[src/sv/eop_pkg.sv]
`timescale 1ns / 1ps
// ----------------------------------------------------------------------------
// eop_pkg: shared types and constants for the even/odd partition block
// Default buffer depth, sequencer state codes and the step decision record.
// ----------------------------------------------------------------------------
package eop_pkg;

	localparam int DEPTH_DEF = 64;
	localparam int VAL_W     = 32;

	// sequencer states, one-hot
	typedef enum logic [5:0] {
		ST_IDLE = 6'b000001,
		ST_RDL  = 6'b000010,
		ST_RDR  = 6'b000100,
		ST_DEC  = 6'b001000,
		ST_SWP  = 6'b010000,
		ST_EMIT = 6'b100000
	} state_t;

	// outcome of one partition step
	typedef struct packed {
		logic swap;
		logic inc_left;
		logic dec_right;
		logic more;
	} step_t;

endpackage

[src/sv/eop_ram.sv]
`timescale 1ns / 1ps
// ----------------------------------------------------------------------------
// eop_ram: generic single-port-write, single-port-read RAM
// One write and one registered read per cycle.
// ----------------------------------------------------------------------------
module eop_ram #(
	parameter int WIDTH = 32,
	parameter int DEPTH = 64
) (
	input  logic                     clk,
	input  logic                     we,
	input  logic [$clog2(DEPTH)-1:0] waddr,
	input  logic [WIDTH-1:0]         wdata,
	input  logic [$clog2(DEPTH)-1:0] raddr,
	output logic [WIDTH-1:0]         rdata
);

	logic [WIDTH-1:0] mem_q [DEPTH];

	always_ff @(posedge clk) begin
		if (we) begin
			mem_q[waddr] <= wdata;
		end
		rdata <= mem_q[raddr];
	end

endmodule

[src/sv/eop_step.sv]
`timescale 1ns / 1ps
// ----------------------------------------------------------------------------
// eop_step: shared partition step unit
// Decide swap and pointer moves from the two parities and compare the
// moved pointers.
// ----------------------------------------------------------------------------
module eop_step #(
	parameter int AW = 6
) (
	input  logic            left_odd,
	input  logic            right_odd,
	input  logic [AW-1:0]   left,
	input  logic [AW-1:0]   right,
	output logic [AW-1:0]   left_nxt,
	output logic [AW-1:0]   right_nxt,
	output eop_pkg::step_t  step
);
	import eop_pkg::*;

	always_comb begin
		step.swap      = left_odd & ~right_odd;
		// left moves unless both sides are odd; right moves unless both are even
		step.inc_left  = ~(left_odd & right_odd);
		step.dec_right = left_odd | right_odd;
		left_nxt       = step.inc_left  ? left  + AW'(1) : left;
		right_nxt      = step.dec_right ? right - AW'(1) : right;
		step.more      = left_nxt < right_nxt;
	end

endmodule

[src/sv/even_odd_partition.sv]
`timescale 1ns / 1ps
// ----------------------------------------------------------------------------
// even_odd_partition: load, even/odd partition and emit of a signed array
// Command-style block that buffers elements, partitions them in place with
// two closing pointers, and streams the result back out.
// ----------------------------------------------------------------------------
// Usage:
//   Present value/last with start; the request is taken at a rising edge where
//   start is high and busy is low. Each request that is not marked last
//   produces nothing. Elements past DEPTH are dropped, but a dropped
//   element marked last still closes the array.
//   After the last request busy rises and the partition runs on the stored
//   array: each step reads the left and right entries through the single read
//   port (states RDL, RDR, DEC), plus a SWP state when the step swaps, since
//   the RAM has one write port. At most N-1 steps for N elements.
//   Results then come out one per cycle, evens first, in buffer order;
//   strobe marks each for exactly one cycle and last_res marks the final
//   one. Each result follows its EMIT state through the registered RAM read.
//   The receiver cannot stall: results are never held.
//   busy drops in the cycle the final result is shown; a new array may be
//   loaded from then on.
//   Reset clears the sequencer, element count and strobe; buffer contents
//   are not cleared and are never emitted before being written.
// ----------------------------------------------------------------------------
module even_odd_partition #(
	parameter int DEPTH = eop_pkg::DEPTH_DEF
) (
	input  logic                             clk,
	input  logic                             arst_n,
	input  logic                             start,
	output logic                             busy,
	input  logic signed [eop_pkg::VAL_W-1:0] value,
	input  logic                             last,
	output logic                             strobe,
	output logic signed [eop_pkg::VAL_W-1:0] value_res,
	output logic                             last_res
);
	import eop_pkg::*;

	localparam int AW = $clog2(DEPTH);
	localparam int CW = $clog2(DEPTH + 1);

	state_t            state_q;
	logic [CW-1:0]     count_q;
	logic [AW-1:0]     left_q;
	logic [AW-1:0]     right_q;
	logic [AW-1:0]     idx_q;
	logic [VAL_W-1:0]  lv_q;
	logic              valid_s1;
	logic              last_s1;

	logic              accept;
	logic              room;
	logic [CW-1:0]     count_nxt;
	logic              emit_last;

	logic              we;
	logic [AW-1:0]     waddr;
	logic [VAL_W-1:0]  wdata;
	logic [AW-1:0]     raddr;
	logic [VAL_W-1:0]  rdata;

	logic [AW-1:0]     left_nxt;
	logic [AW-1:0]     right_nxt;
	step_t             step;

	assign busy      = (state_q != ST_IDLE);
	assign accept    = start & ~busy;
	assign room      = count_q < CW'(DEPTH);
	assign count_nxt = room ? count_q + CW'(1) : count_q;
	assign emit_last = CW'(idx_q) == count_q - CW'(1);

	// shared step unit: parity decision and pointer compare
	eop_step #(
		.AW (AW)
	) u_step (
		.left_odd  (lv_q[0]),
		.right_odd (rdata[0]),
		.left      (left_q),
		.right     (right_q),
		.left_nxt  (left_nxt),
		.right_nxt (right_nxt),
		.step      (step)
	);

	// RAM port control: write for load, first half of a swap, second half of a swap; read address per state
	always_comb begin
		we    = 1'b0;
		waddr = count_q[AW-1:0];
		wdata = value;
		raddr = idx_q;
		case (state_q)
			ST_IDLE: begin
				we = accept & room;
			end
			ST_RDL: begin
				raddr = left_q;
			end
			ST_RDR: begin
				raddr = right_q;
			end
			ST_DEC: begin
				we    = step.swap;
				waddr = left_q;
				wdata = rdata;
			end
			ST_SWP: begin
				we    = 1'b1;
				waddr = right_q;
				wdata = lv_q;
			end
			ST_EMIT: begin
				raddr = idx_q;
			end
			default: begin
				we = 1'b0;
			end
		endcase
	end

	eop_ram #(
		.WIDTH (VAL_W),
		.DEPTH (DEPTH)
	) u_buf (
		.clk   (clk),
		.we    (we),
		.waddr (waddr),
		.wdata (wdata),
		.raddr (raddr),
		.rdata (rdata)
	);

	// sequencer
	always_ff @(posedge clk or negedge arst_n) begin
		if (!arst_n) begin
			state_q  <= ST_IDLE;
			count_q  <= '0;
			left_q   <= '0;
			right_q  <= '0;
			idx_q    <= '0;
			valid_s1 <= 1'b0;
			last_s1  <= 1'b0;
		end else begin
			valid_s1 <= 1'b0;
			last_s1  <= 1'b0;
			case (state_q)
				ST_IDLE: begin
					if (accept) begin
						count_q <= count_nxt;
						if (last) begin
							left_q  <= '0;
							right_q <= AW'(count_nxt - CW'(1));
							idx_q   <= '0;
							// a lone element needs no partition step
							state_q <= (count_nxt < CW'(2)) ? ST_EMIT : ST_RDL;
						end
					end
				end
				ST_RDL: begin
					state_q <= ST_RDR;
				end
				ST_RDR: begin
					state_q <= ST_DEC;
				end
				ST_DEC: begin
					if (step.swap) begin
						// hold pointers until the right entry is written
						state_q <= ST_SWP;
					end else begin
						left_q  <= left_nxt;
						right_q <= right_nxt;
						state_q <= step.more ? ST_RDL : ST_EMIT;
					end
				end
				ST_SWP: begin
					left_q  <= left_q + AW'(1);
					right_q <= right_q - AW'(1);
					state_q <= (left_q + AW'(1) < right_q - AW'(1)) ? ST_RDL : ST_EMIT;
				end
				ST_EMIT: begin
					valid_s1 <= 1'b1;
					last_s1  <= emit_last;
					if (emit_last) begin
						count_q <= '0;
						state_q <= ST_IDLE;
					end else begin
						idx_q <= idx_q + AW'(1);
					end
				end
				default: begin
					state_q <= ST_IDLE;
				end
			endcase
		end
	end

	// capture the left entry while the right one is being read
	always_ff @(posedge clk) begin
		if (state_q == ST_RDR) begin
			lv_q <= rdata;
		end
	end

	assign strobe    = valid_s1;
	assign value_res = rdata;
	assign last_res  = last_s1;

	a_strobe_from_emit: assert property (@(posedge clk) disable iff (!arst_n)
		strobe |-> $past(state_q == ST_EMIT))
		else $error("result strobe without an emit cycle");

	a_dec_ordered: assert property (@(posedge clk) disable iff (!arst_n)
		(state_q == ST_DEC) |-> (left_q < right_q))
		else $error("partition step with crossed pointers");

	a_last_marks_strobe: assert property (@(posedge clk) disable iff (!arst_n)
		last_res |-> strobe)
		else $error("last_res without strobe");

	a_last_request_busy: assert property (@(posedge clk) disable iff (!arst_n)
		(accept && last) |=> busy)
		else $error("block not busy after final request");

	a_count_bound: assert property (@(posedge clk) disable iff (!arst_n)
		count_q <= CW'(DEPTH))
		else $error("element count beyond buffer depth");

endmodule
[config.mk]
export PLATFORM = sky130hd
export DESIGN_NAME = even_odd_partition
export DESIGN_NICKNAME = d
export VERILOG_FILES = /design/src/sv/eop_pkg.sv /design/src/sv/eop_ram.sv /design/src/sv/eop_step.sv /design/src/sv/even_odd_partition.sv
export SDC_FILE = /design/constraint.sdc
export NUM_CORES = 2
export LEC_CHECK = 0
export ABC_CLOCK_PERIOD_IN_PS = 4900
export BUFFER_PORTS_ARGS = -buffer_cell sky130_fd_sc_hd__buf_2
export CAP_MARGIN = 10
export CORE_MARGIN = 1.5
export CORE_UTILIZATION = 30
export DETAILED_ROUTE_END_ITERATION = 10
export MAX_ROUTING_LAYER = met4
export REMOVE_ABC_BUFFERS = 1
export SLEW_MARGIN = 5
export SYNTH_ARGS = -nofsm -noshare
export SYNTH_HDL_FRONTEND = slang
export SYNTH_HIERARCHICAL = 1
export SYNTH_SLANG_ARGS = --single-unit
[constraint.sdc]
create_clock -name clk -period 4.9 [get_ports clk]
set_clock_uncertainty 0.15 [all_clocks]
set_input_delay 0.98 -clock clk [delete_from_list [all_inputs] [get_ports clk]]
set_output_delay 0.98 -clock clk [all_outputs]
set_load 0.02 [all_outputs]
==> results_tabular.tex <==
\begin{tabular}{lr}
\hline
Metric & Value \\
\hline
\multicolumn{2}{l}{\textbf{Worst setup path}} \\
Startpoint class of the critical path & register \\
Slowest-stage cell, CP & or4\_1 \\
Stages on the worst setup path & 10 \\
Required time of the worst setup path & around 5.5 ns \\
Arrival time reported for the critical path endpoint & roughly 5.3 ns \\
Critical Path End Type & register \\
Peak fanout along the critical path & 33 \\
Worst Path Class, Setup & register to register \\
Critical path buffers and inverters & 2 \\
Kind of cell with the highest combined delay on the critical path & simple AND/OR/NAND/NOR gates \\
FF-to-FF path depth & 10 \\
Cell Chain, Critical Path & or4\_1, nor3b\_4, a22oi\_1, nand2\_4, buf\_12, buf\_12, mux4\_2, mux4\_2, o22ai\_1, nor2\_1 \\
Peak per-stage delay on the critical path & 0.67 ns \\
\multicolumn{2}{l}{\textbf{GRT}} \\
Global Route Usage Sum & 0.1634 \\
Via count of the first global-routing pass & 41,780 \\
Global-route wire length before repair & roughly 320 mm \\
Antenna violations before repair & 9 \\
Remaining global-route overflow & 0 \\
Largest net degree at the start of global routing & between 60 and 70 \\
\multicolumn{2}{l}{\textbf{Clock tree}} \\
Num CTS Buffers & $\sim$210 \\
CTS tree & built \\
Total setup buffers inserted after CTS & 0 \\
CTS HTree Levels & 4 \\
Root buffer selected by CTS & clkbuf\_16 \\
Largest buffer count on any clock path & 3 \\
Number of clock sinks & 2,145 \\
CTS Hold Bufs & 0 \\
Clk\_lat worst skew & 0.85 ns \\
Clock-pin transition on the worst setup and hold timing paths & $\sim$0.060 ns \\
\multicolumn{2}{l}{\textbf{Power and ir drop}} \\
Combinational power share & 0.097 \\
Worst-case vdd ir drop & about 0.36 mV \\
Proportion of total power due to net switching & 0.2338 \\
Overall power consumption & just over 0.04 W \\
Internal & 0.03129 W \\
Power density over cell area & roughly 420 mW/mm\^{}2 \\
P\_sw & 0.009546 W \\
Total leakage power & approximately 30 nW \\
Sequential share of power & 0.507 \\
Fraction of power consumed by the clock network & 0.397 \\
\multicolumn{2}{l}{\textbf{Job}} \\
MaxCap Viol Count & 0 \\
\multicolumn{2}{l}{\textbf{STA}} \\
Final worst path period need & 4.744 ns \\
Max Transition Viols Final & 0 \\
Aggregate negative setup slack & 0 ns \\
Hold violation total from the final report & 0 \\
Upper clock frequency limit & between 200 and 250 MHz \\
\# setup viols final & 0 \\
Slew at the pin with the worst max-slew slack & 1.107 ns \\
Worst rel slew slack & 0.2593 \\
Unrepaired setup endpoints after global routing & false \\
Portion of the clock cycle consumed by the worst path in the final layout & 0.9682 \\
\multicolumn{2}{l}{\textbf{Logic synthesis}} \\
Gate count after technology mapping & between 3,000 and 4,000 \\
Main flop type after synthesis & edfxtp\_1 \\
Synth warn & 6 \\
Mapped cell area & 0.08295 sq mm \\
Count of cell types in the netlist & 81 \\
Sequential fraction of the synthesis area & 0.7707 \\
Avg Cell Area, Syn & $\sim$22 sq um \\
Post-synthesis register bit count & 2,145 \\
Share of flip-flops with an asynchronous set or reset & 0.01538 \\
Number of enable-type register cells in the synthesized netlist & 2,080 \\
\multicolumn{2}{l}{\textbf{Detailed routing}} \\
Wirelength per Cell & 27.94 um \\
Number of detailed-route iterations in the first pass & 6 \\
Number of routed nets with antenna violations & 0 \\
DRT iter0 DRCs & 4,739 \\
Post-Route WL & 224.3 mm \\
Vias after detailed routing & 41,160 \\
\# DRC & 0 \\
Post-detailed-route via-to-cell ratio & 5.127 \\
\multicolumn{2}{l}{\textbf{Placed design}} \\
Detailed-placement wirelength estimate & roughly 130 mm \\
Number of placed cells counting well taps & $\sim$7,600 \\
Routability-driven placement congestion ratio & 0.8422 \\
Post-place instance area & 0.09072 sq mm \\
Count of input and output buffers & 70 \\
\multicolumn{2}{l}{\textbf{Layout}} \\
Final Net Count & 4,208 \\
Reg area & 0.06393 sq mm \\
Post-route cell area & 0.09766 sq mm \\
Non-filler cells, final & 8,027 \\
Total area of multi-input combinational cells & about 0.019 sq mm \\
Share of the core filled with cells in the final layout & 0.3560 \\
Layout cells sized above 1 & 0.2984 \\
Total of fill cells in the finished design & $\sim$25,000 \\
Most common cell after layout, fill and taps aside & edfxtp\_1 \\
Most frequent cells in the layout & 2,080 x edfxtp\_1, 544 x mux4\_2, 215 x clkbuf\_16 \\
Area growth, synth to finish & 17.74\% \\
\multicolumn{2}{l}{\textbf{Floorplan}} \\
Core box area & 0.2743 sq mm \\
IO Count & 71 \\
Height of the die & 528.8 um \\
Die area & between 0.2 and 0.3 sq mm \\
Initial Utilization & 0.3023 \\
Die span in x & between 500 and 600 um \\
Number of placement rows & about 190 \\
\multicolumn{2}{l}{\textbf{Worst hold path}} \\
Hold/Removal Path Class & primary input to asynchronous set/reset pin \\
\multicolumn{2}{l}{\textbf{Status}} \\
Run status & finished, final reports clean \\
\hline
\end{tabular}
==> synth_stat cells (all sizes together) (5+ instances only) <==
cell / number / area [sq um]
edfxtp: 2080 / 62460
mux4: 544 / 12250
nor2: 159 / 601.8
nand2: 141 / 539.3
buf: 116 / 653.1
mux2i: 98 / 980.9
clkbuf: 92 / 345.3
o22ai: 86 / 538.0
a21oi: 75 / 375.4
a22oi: 59 / 442.9
dfrtp: 32 / 800.8
dfxtp: 32 / 640.6
o221ai: 27 / 236.5
xnor2: 19 / 173.9
ha: 18 / 225.2
nor3: 18 / 90.09
xor2: 18 / 157.7
o21ai: 17 / 85.08
nand3: 16 / 85.08
nor2b: 16 / 100.1
inv: 14 / 52.55
and3: 11 / 68.82
nand2b: 11 / 68.82
a311oi: 8 / 70.07
nand3b: 8 / 60.06
nor3b: 8 / 86.34
or3: 6 / 47.54
or3b: 6 / 52.56
nand4: 5 / 31.28
o32ai: 5 / 43.79
==> state kept, by name, summed over array words and instances (netlist names) <==
signal       cells
state_q          6
idx_q            6
strobe           1
lv_q            32
count_q          7
last_res         1
u_buf/mem_q   2048
right_q          6
u_buf/rdata     32
left_q           6
==> area by class of cell <==
type / count / share of cell area
antenna: 5 / 0.0001281
inverter: 14 / 0.0005381
multi-input combinational: 1445 / 0.1903
tap: 3686 / 0.04722
sequential: 2145 / 0.6546
clock inverter: 105 / 0.01171
clock buffer: 290 / 0.05910
timing repair buffer: 337 / 0.03641
==> per-layer routing <==
layer | vias to the layer above | wire (um) | global-route usage
li1 | 16780 | - | -
met3 | 316 | 16070 | 0.02494
met2 | 1714 | 111700 | 0.2667
met1 | 22350 | 89250 | 0.2088
met4 | 0 | 7300 | 0.05322
met5 | - | 0 | -
==> metrics by stage <==
| stage | worst slack [ns] | hold slack, ns |
|---|---|---|
| floorplan | -20.99 | 0.3492 |
| global placement | -0.06727 | 0.3080 |
| detailed placement | -0.05817 | 0.3243 |
| CTS | 0.07400 | 0.07426 |
| global route | 0.01128 | 0.1273 |
| finish | 0.1558 | 0.1143 |
==> worst register-to-register path: cells and delay by family, from the launching register on <==
kind	cells	cell delay (ns)
AO/OA/AOI/OAI	2	0.81
flip-flops	1	0.41
multiplexers	2	1.06
buffers and inverters	2	0.57
AND/OR/NAND/NOR	4	1.62
==> worst paths after layout <==
kind / from / to / slack (ns)
setup / recovery: state_q[5] / u_buf/rdata[18] / 0.16
hold / removal: arst_n / strobe / 0.11
setup reg to reg: state_q[5] / u_buf/rdata[18] / 0.16
hold reg to reg: u_buf/rdata[23] / lv_q[23] / 0.33
max in group asynchronous: arst_n / right_q[1] / 3.93
min in group clk: start / count_q[6] / 0.32
==> power groups by stage <==
stage / clock, W / combinational, W / sequential, W
2_1_floorplan: 0 / 0.00378 / 0.0210
3_3_place_gp: 0 / 0.00394 / 0.0211
3_5_place_dp: 0 / 0.00398 / 0.0211
4_1_cts: 0.0164 / 0.00399 / 0.0207
5_1_grt: 0.0171 / 0.00417 / 0.0207
6_report: 0.0162 / 0.00394 / 0.0207
==> kinds of logic after synthesis <==
kind of cell	share of synthesized area
mux	0.1597
xor+xnor	0.003997
fa+ha+maj	0.002715
buf+inv	0.01267
flops	0.7707
simple gates	0.02427
compound gates	0.02596
==> repair_timing <==
action                                  in CTS  in global routing
endpoints found under the hold margin        0                  0
endpoints found under the setup margin       1                  2
resized for setup                            1                  2
Note: power is estimated with default switching activity, not from simulation.
